**src/design/grs_pkg.sv**
```systemverilog
// Shared widths for the group reverse stream block.
package grs_pkg;

  localparam int unsigned VALUE_W = 32;
  localparam int unsigned GSIZE_W = 5;

endpackage

```
**src/design/group_reverse_stream_core.sv**
```systemverilog
// Top level of the group reverse stream block.
//
// Input channel: in_valid_i / in_stall_o carry one list element per beat,
// value_i with end_of_list_i set on the final element of a list.
// Output channel: out_valid_o / out_stall_i carry one reordered element per
// beat; last_of_run_o marks the final beat caused by one input element and
// list_done_o marks the final beat of a list.
// group_size_i is written when group_size_we_i is high; 0 acts as 1 and
// values above MAX_GROUP act as MAX_GROUP. Write it only while idle.
// Each finished group is drained from one of two banks while the other fills,
// so input takes one beat per cycle until both banks wait to drain.
// Output runs one beat per cycle within a group while out_stall_i is low, with
// an idle gap between groups; the first beat of a group follows the element
// that completed it through the descriptor queue, the registered bank read
// and the output register.
// Reset empties both banks and the queue, clears the output, starts a new
// list and sets the group size to 1. A stalled output holds its beat; the
// drain pauses behind it and input stalls once both banks are full.
module group_reverse_stream_core
  import grs_pkg::*;
#(
  parameter int unsigned MAX_GROUP = 16
) (
  input  logic               clk_i,
  input  logic               rst_ni,
  input  logic               group_size_we_i,
  input  logic [GSIZE_W-1:0] group_size_i,
  input  logic               in_valid_i,
  output logic               in_stall_o,
  input  logic [VALUE_W-1:0] value_i,
  input  logic               end_of_list_i,
  output logic               out_valid_o,
  input  logic               out_stall_i,
  output logic [VALUE_W-1:0] out_value_o,
  output logic               last_of_run_o,
  output logic               list_done_o
);

  localparam int unsigned CntW  = $clog2(MAX_GROUP + 1);
  localparam int unsigned IdxW  = (MAX_GROUP > 1) ? $clog2(MAX_GROUP) : 1;
  localparam int unsigned DescW = CntW + 3;
  localparam int unsigned WrW   = IdxW + VALUE_W + 2;

  logic [GSIZE_W-1:0] group_size_q;
  logic               push;
  logic [DescW-1:0]   push_desc;
  logic               pop;
  logic               desc_valid;
  logic [DescW-1:0]   desc;
  logic [WrW-1:0]     wr;
  logic [1:0]         rel;

  always_ff @(posedge clk_i or negedge rst_ni) begin
    if (!rst_ni) begin
      group_size_q <= GSIZE_W'(1);
    end else if (group_size_we_i) begin
      group_size_q <= group_size_i;
    end
  end

  grs_front #(
    .MaxGroup(MAX_GROUP),
    .CntW    (CntW),
    .IdxW    (IdxW)
  ) u_front (
    .clk_i        (clk_i),
    .rst_ni       (rst_ni),
    .group_size_i (group_size_q),
    .in_valid_i   (in_valid_i),
    .in_stall_o   (in_stall_o),
    .value_i      (value_i),
    .end_of_list_i(end_of_list_i),
    .push_o       (push),
    .push_desc_o  (push_desc),
    .wr_o         (wr),
    .rel_i        (rel)
  );

  grs_queue #(
    .Width(DescW)
  ) u_queue (
    .clk_i      (clk_i),
    .rst_ni     (rst_ni),
    .push_i     (push),
    .push_data_i(push_desc),
    .pop_i      (pop),
    .valid_o    (desc_valid),
    .data_o     (desc)
  );

  grs_back #(
    .CntW(CntW),
    .IdxW(IdxW)
  ) u_back (
    .clk_i        (clk_i),
    .rst_ni       (rst_ni),
    .wr_i         (wr),
    .desc_valid_i (desc_valid),
    .desc_i       (desc),
    .pop_o        (pop),
    .rel_o        (rel),
    .out_valid_o  (out_valid_o),
    .out_stall_i  (out_stall_i),
    .out_value_o  (out_value_o),
    .last_of_run_o(last_of_run_o),
    .list_done_o  (list_done_o)
  );

endmodule

```
**src/design/grs_queue.sv**
```systemverilog
// Two-entry descriptor queue between the group front and the drain back.
module grs_queue #(
  parameter int unsigned Width = 8
) (
  input  logic             clk_i,
  input  logic             rst_ni,
  input  logic             push_i,
  input  logic [Width-1:0] push_data_i,
  input  logic             pop_i,
  output logic             valid_o,
  output logic [Width-1:0] data_o
);

  logic [Width-1:0] slot_q [2];
  logic             wptr_q, wptr_d;
  logic             rptr_q, rptr_d;
  logic [1:0]       cnt_q, cnt_d;

  always_comb begin
    wptr_d = wptr_q;
    rptr_d = rptr_q;
    cnt_d  = cnt_q;
    if (push_i) begin
      wptr_d = ~wptr_q;
    end
    if (pop_i) begin
      rptr_d = ~rptr_q;
    end
    unique case ({push_i, pop_i})
      2'b10:   cnt_d = cnt_q + 2'd1;
      2'b01:   cnt_d = cnt_q - 2'd1;
      default: cnt_d = cnt_q;
    endcase
  end

  always_ff @(posedge clk_i or negedge rst_ni) begin
    if (!rst_ni) begin
      wptr_q <= 1'b0;
      rptr_q <= 1'b0;
      cnt_q  <= 2'd0;
    end else begin
      wptr_q <= wptr_d;
      rptr_q <= rptr_d;
      cnt_q  <= cnt_d;
    end
  end

  always_ff @(posedge clk_i) begin
    if (push_i) begin
      slot_q[wptr_q] <= push_data_i;
    end
  end

  assign valid_o = (cnt_q != 2'd0);
  assign data_o  = slot_q[rptr_q];

endmodule

```
**src/design/grs_front.sv**
```systemverilog
// Input side: fills the group banks and queues a drain descriptor per finished group.
module grs_front
  import grs_pkg::*;
#(
  parameter int unsigned MaxGroup = 16,
  parameter int unsigned CntW     = 5,
  parameter int unsigned IdxW     = 4
) (
  input  logic                 clk_i,
  input  logic                 rst_ni,
  input  logic [GSIZE_W-1:0]   group_size_i,
  input  logic                 in_valid_i,
  output logic                 in_stall_o,
  input  logic [VALUE_W-1:0]   value_i,
  input  logic                 end_of_list_i,
  output logic                 push_o,
  output logic [CntW+2:0]      push_desc_o,
  output logic [IdxW+VALUE_W+1:0] wr_o,
  input  logic [1:0]           rel_i
);

  localparam int unsigned KW = (CntW > GSIZE_W) ? CntW : GSIZE_W;

  typedef struct packed {
    logic            bank;
    logic [CntW-1:0] count;
    logic            rev;
    logic            done;
  } desc_t;

  typedef struct packed {
    logic               en;
    logic [IdxW:0]      addr;
    logic [VALUE_W-1:0] data;
  } wr_t;

  typedef struct packed {
    logic en;
    logic bank;
  } rel_t;

  desc_t           desc;
  wr_t             wr;
  rel_t            rel;
  logic [CntW-1:0] fill_q, fill_d;
  logic            first_q, first_d;
  logic            bank_q, bank_d;
  logic [1:0]      busy_q, busy_d;
  logic [KW-1:0]   k;
  logic [KW-1:0]   fill_inc;
  logic            accept;
  logic            full;

  assign rel = rel_i;

  always_comb begin
    if (group_size_i == '0) begin
      k = KW'(1);
    end else if (KW'(group_size_i) > KW'(MaxGroup)) begin
      k = KW'(MaxGroup);
    end else begin
      k = KW'(group_size_i);
    end
  end

  assign in_stall_o = busy_q[bank_q];
  assign accept     = in_valid_i && !in_stall_o;
  assign fill_inc   = KW'(fill_q) + KW'(1);
  assign full       = (fill_inc >= k);

  always_comb begin
    fill_d     = fill_q;
    first_d    = first_q;
    bank_d     = bank_q;
    busy_d     = busy_q;
    push_o     = 1'b0;
    desc.bank  = bank_q;
    desc.count = fill_inc[CntW-1:0];
    desc.rev   = 1'b1;
    desc.done  = end_of_list_i;
    if (rel.en) begin
      busy_d[rel.bank] = 1'b0;
    end
    if (accept) begin
      priority if (full) begin
        push_o  = 1'b1;
        first_d = end_of_list_i;
      end else if (end_of_list_i) begin
        push_o   = 1'b1;
        desc.rev = first_q;
        first_d  = 1'b1;
      end else begin
        fill_d = fill_inc[CntW-1:0];
      end
      if (push_o) begin
        fill_d         = '0;
        bank_d         = ~bank_q;
        busy_d[bank_q] = 1'b1;
      end
    end
  end

  assign wr.en   = accept;
  assign wr.addr = {bank_q, fill_q[IdxW-1:0]};
  assign wr.data = value_i;

  assign push_desc_o = desc;
  assign wr_o        = wr;

  always_ff @(posedge clk_i or negedge rst_ni) begin
    if (!rst_ni) begin
      fill_q  <= '0;
      first_q <= 1'b1;
      bank_q  <= 1'b0;
      busy_q  <= 2'b00;
    end else begin
      fill_q  <= fill_d;
      first_q <= first_d;
      bank_q  <= bank_d;
      busy_q  <= busy_d;
    end
  end

endmodule

```
**src/design/grs_back.sv**
```systemverilog
// Drain side: holds the group banks and emits each queued group, reversed or in order.
module grs_back
  import grs_pkg::*;
#(
  parameter int unsigned CntW = 5,
  parameter int unsigned IdxW = 4
) (
  input  logic                    clk_i,
  input  logic                    rst_ni,
  input  logic [IdxW+VALUE_W+1:0] wr_i,
  input  logic                    desc_valid_i,
  input  logic [CntW+2:0]         desc_i,
  output logic                    pop_o,
  output logic [1:0]              rel_o,
  output logic                    out_valid_o,
  input  logic                    out_stall_i,
  output logic [VALUE_W-1:0]      out_value_o,
  output logic                    last_of_run_o,
  output logic                    list_done_o
);

  localparam int unsigned MemD = 2 << IdxW;

  typedef struct packed {
    logic            bank;
    logic [CntW-1:0] count;
    logic            rev;
    logic            done;
  } desc_t;

  typedef struct packed {
    logic               en;
    logic [IdxW:0]      addr;
    logic [VALUE_W-1:0] data;
  } wr_t;

  typedef struct packed {
    logic en;
    logic bank;
  } rel_t;

  logic [VALUE_W-1:0] mem_q [MemD];
  desc_t              desc;
  wr_t                wr;
  rel_t               rel;

  logic               act_q, act_d;
  logic               bank_q, bank_d;
  logic [CntW-1:0]    n_q, n_d;
  logic [CntW-1:0]    i_q, i_d;
  logic               rev_q, rev_d;
  logic               done_q, done_d;

  logic               r_valid_q, r_valid_d;
  logic               r_last_q;
  logic               r_done_q;
  logic [VALUE_W-1:0] rdata_q;

  logic               o_valid_q, o_valid_d;
  logic               o_last_q;
  logic               o_done_q;
  logic [VALUE_W-1:0] o_value_q;

  logic               r_adv;
  logic               issue;
  logic               is_last;
  logic [CntW-1:0]    idx;
  logic [IdxW:0]      rd_addr;

  assign desc = desc_i;
  assign wr   = wr_i;

  assign r_adv   = r_valid_q && (!o_valid_q || !out_stall_i);
  assign issue   = act_q && (!r_valid_q || r_adv);
  assign is_last = ((i_q + CntW'(1)) == n_q);
  assign idx     = rev_q ? (n_q - CntW'(1) - i_q) : i_q;
  assign rd_addr = {bank_q, idx[IdxW-1:0]};
  assign pop_o   = !act_q && desc_valid_i;

  always_comb begin
    act_d    = act_q;
    bank_d   = bank_q;
    n_d      = n_q;
    i_d      = i_q;
    rev_d    = rev_q;
    done_d   = done_q;
    rel.en   = 1'b0;
    rel.bank = bank_q;
    if (pop_o) begin
      act_d  = 1'b1;
      bank_d = desc.bank;
      n_d    = desc.count;
      i_d    = '0;
      rev_d  = desc.rev;
      done_d = desc.done;
    end else if (issue) begin
      if (is_last) begin
        act_d  = 1'b0;
        rel.en = 1'b1;
      end else begin
        i_d = i_q + CntW'(1);
      end
    end
  end

  assign rel_o = rel;

  always_comb begin
    r_valid_d = r_valid_q;
    o_valid_d = o_valid_q;
    if (issue) begin
      r_valid_d = 1'b1;
    end else if (r_adv) begin
      r_valid_d = 1'b0;
    end
    if (r_adv) begin
      o_valid_d = 1'b1;
    end else if (!out_stall_i) begin
      o_valid_d = 1'b0;
    end
  end

  always_ff @(posedge clk_i or negedge rst_ni) begin
    if (!rst_ni) begin
      act_q     <= 1'b0;
      r_valid_q <= 1'b0;
      o_valid_q <= 1'b0;
    end else begin
      act_q     <= act_d;
      r_valid_q <= r_valid_d;
      o_valid_q <= o_valid_d;
    end
  end

  always_ff @(posedge clk_i) begin
    bank_q <= bank_d;
    n_q    <= n_d;
    i_q    <= i_d;
    rev_q  <= rev_d;
    done_q <= done_d;
    if (issue) begin
      r_last_q <= is_last;
      r_done_q <= is_last && done_q;
    end
    if (r_adv) begin
      o_value_q <= rdata_q;
      o_last_q  <= r_last_q;
      o_done_q  <= r_done_q;
    end
  end

  always_ff @(posedge clk_i) begin
    if (wr.en) begin
      mem_q[wr.addr] <= wr.data;
    end
    if (issue) begin
      rdata_q <= mem_q[rd_addr];
    end
  end

  assign out_valid_o   = o_valid_q;
  assign out_value_o   = o_value_q;
  assign last_of_run_o = o_last_q;
  assign list_done_o   = o_done_q;

endmodule

```
**config.mk**
```make
export PLATFORM = sky130hd
export DESIGN_NAME = group_reverse_stream_core
export DESIGN_NICKNAME = d
export VERILOG_FILES = /design/src/design/grs_pkg.sv /design/src/design/group_reverse_stream_core.sv /design/src/design/grs_queue.sv /design/src/design/grs_front.sv /design/src/design/grs_back.sv
export SDC_FILE = /design/constraint.sdc
export NUM_CORES = 2
export LEC_CHECK = 0
export ABC_AREA = 1
export ABC_CLOCK_PERIOD_IN_PS = 5350
export BUFFER_PORTS_ARGS = -buffer_cell sky130_fd_sc_hd__buf_2
export CAP_MARGIN = 20
export CORE_MARGIN = 5
export CORE_UTILIZATION = 55
export CTS_BUF_LIST = sky130_fd_sc_hd__clkbuf_16
export CTS_CLUSTER_DIAMETER = 150
export DETAILED_ROUTE_END_ITERATION = 8
export GPL_TIMING_DRIVEN = 1
export PLACE_DENSITY = 0.81
export SLEW_MARGIN = 10
export SYNTH_ARGS = -nofsm -noshare
export SYNTH_HDL_FRONTEND = slang
export SYNTH_SLANG_ARGS = --single-unit
```
**constraint.sdc**
```tcl
create_clock -name clk_i -period 5.35 [get_ports clk_i]
set_clock_uncertainty 0.2 [all_clocks]
set_input_delay 1.07 -clock clk_i [delete_from_list [all_inputs] [get_ports clk_i]]
set_output_delay 1.07 -clock clk_i [all_outputs]
set_load 0.02 [all_outputs]
```
==> out/qor.txt <==
asr flop ratio synth - 1.84%
post-DR vias/cell - 5.90
largest net degree at the start of global routing - 179
Post-DP HPWL - 65.4 mm
cts bufs inserted - 112
Fmax - 265 MHz
Post-Syn Nets - 4222
PwrDens - 558 nW/um2
total leakage power - 20.5 nW
GPL Wtd Cong - 0.849
sequential area share after synthesis - 72.1%
synth top area cells - edfxtp_1, nand2_1, nand3_1
fraction of layout cells with a size suffix above 1 - 8.18%
postcts setup bufs - 0
Syn. warnings - 0
worst slew pin tran - 1.20 ns
hold_buf cts - 0
clk_lat worst skew - 0.68 ns
largest family of logic cells by synthesized area - simple AND/OR/NAND/NOR gates
Max-cap violations - 0
CTS Sinks - 1142
required time worst endpoint - 5.53 ns
CORE AREA - 85300 um2
H-Tree Depth - 3
storage element area - 34100 um2
simple-gate area share of the yosys netlist - 20.9%
Hold WC Path Type - in -> async
Post-Synth Adder-Cell Area - 0.412%
CTS max path bufs - 3
Post-CTS Resized - 0
via count - 32.0k
WL final - 121 mm
Synth area leader - edfxtp_1
Worst Path Arrival - 3.95 ns
synth unique cells - 30
number of global-route vias before repair - 31.3k
Hold Vio Cnt, Final - 0
num ports - 79
clock root buffer - clkbuf_16
post-route minimum period - 3.78 ns
Setup crit end kind - flop
synth cell count leaders - nand2_1, edfxtp_1, nand3_1, inv_1, buf_2
Yosys reg bits - 1142
synthesized area - 47300 um2
Mapped Avg Cell Area - 11.4 um2
antenna viol nets, final - 0
worst rel slew slack - 19.5%
filler cell count - 6028
post-synthesis mux area share - 0.0238%
initial antenna violation count - 4
RSZ-0062 raised after global routing - no
Post-Synth XOR/XNOR Area - 0.166%
initial DRC count - 4126
Pre-Repair DR Iteration Count - 8
Net count, final - 4246
first-pass GRT wire length - 181 mm
Die Ht - 303 um
grt total ovfl - 0
number of synthesized flops with an enable pin - 1116
Residual DRC - 0
Slew Limit Fails - 0
Main synth FF type - edfxtp_1
CTS tree - done
Final Cycle Share - 70.6%
initial core utilization - 55.5%
Port Buffers - 78
cell count after synthesis - 4164
multi-input logic area - 10600 um2
Fin Setup TNS - 0 ns
worst hold margin - 0.169 ns
WL/cell - 22.2 um
Site Rows - 107
Worst Setup Start Kind - flop
Worst-path clk slew - 0.06 ns
status - completed
maximum vdd drop - 0.933 mV
area delta synth->final - 11.5%
gr usage total - 25.9%
CP Max Fanout - 21
Synth Area in Compound Gates - 0.227%
Final setup viols - 0
Die ar. - 92000 um2
top-area cell type share of the netlist area - 70.8%
most common cell in the netlist - nand2_1
Worst Path Class, Setup - reg -> reg
Die Wd - 303 um
## cells by family (layout without fill, tap and decap cells)
logic type / Yosys count / in the layout
compound gates: 20 / 20
xor+xnor: 9 / 9
fa+ha+maj: 15 / 15
buf+inv: 693 / 809
flops: 1142 / 1142
mux: 1 / 1
other cells: 0 / 1
simple gates: 2284 / 2284
## sequential cells by signal, indices dropped and copies added, names as in the netlist, 2 cells and up
register            count
u_queue.slot_q         16
u_back.out_value_o     32
u_front.busy_q          2
u_back.mem_q         1024
group_size_q            5
u_back.n_q              5
u_queue.cnt_q           2
u_back.rdata_q         32
u_front.fill_q          5
u_back.i_q              5
## path summary, 6_finish.rpt
| check | start | to | slack, ns | cells past startpoint |
|---|---|---|---|---|
| min in group clk_i | u_back.rdata_q[16] | u_back.out_value_o[16] | 0.22 | 0 |
| max | u_front.bank_q | u_back.mem_q[22][4] | 1.57 | 7 |
| max in group asynchronous | rst_ni | u_front.first_q | 4.42 | 1 |
| min | rst_ni | group_size_q[4] | 0.17 | 1 |
| min reg2reg | u_back.rdata_q[16] | u_back.out_value_o[16] | 0.22 | 0 |
| max reg2reg | u_front.bank_q | u_back.mem_q[22][4] | 1.57 | 7 |
## report_power, final
group	internal, mW	switching, mW	total [mW]	leakage, nW
logic	3.00	7.85	10.9	8.27
registers	10.6	0.305	10.9	10.4
clock network	4.42	3.32	7.74	1.88
total	18.0	11.5	29.5	20.5
## layout make-up
class                      instances  area share (%)
sequential                      1142            64.7
inverter                         466            3.31
clock inverter                    93            1.55
timing repair buffer             137            2.31
multi-input combinational       2329            20.1
antenna                            1         0.00474
tap                             1144            2.71
clock buffer                     113            5.36
## per-layer routing
metal / vias up / share of wire [%] / track usage (%)
met1: 15300 / 36 / 34.5
met2: 2232 / 48 / 42.2
met4: 4 / 4.3 / 11.1
met3: 342 / 12 / 5.39
li1: 14100 / - / -
met5: - / 0.021 / 0
## worst max-delay path, cell delays in order (launching register included)
cell and delay (ns):
dfrtp_1 0.53, inv_1 0.17, nand2_1 0.11, nand3_1 0.16
inv_1 0.37, nand2_1 0.56, nor2_4 1.00, buf_4 0.38
## placed cells by master, fill, tap and decap left out, types with 22 or more instances in the layout
cell       Yosys  final
nor2_4         1     32
nand2_1     1250   1248
clkinv_2       0     22
nor2_1        59     28
inv_1        462    487
clkbuf_16      0    113
buf_4         15     30
nand3_1      927    927
buf_2        174     78
edfxtp_1    1116   1116
buf_12         0     26
nand3b_1      34     34
## per-stage QoR
step | power (mW) | util, % | instance area, um2 | setup WS [ns] | instances
after floorplan | 18.2 | - | 47300 | 1.28 | 4164
after detailed placement | 21.6 | 57.4 | 49000 | 1.27 | 5210
after global routing | 30.8 | 61.9 | 52800 | 1.35 | 5424
after global placement | 21.2 | 57.4 | 49000 | 1.39 | 5210
final | 29.5 | 61.9 | 52800 | 1.57 | 5425
after CTS | 29.3 | 61.7 | 52600 | 1.65 | 5416
Note: power is estimated with default switching activity, not from simulation.
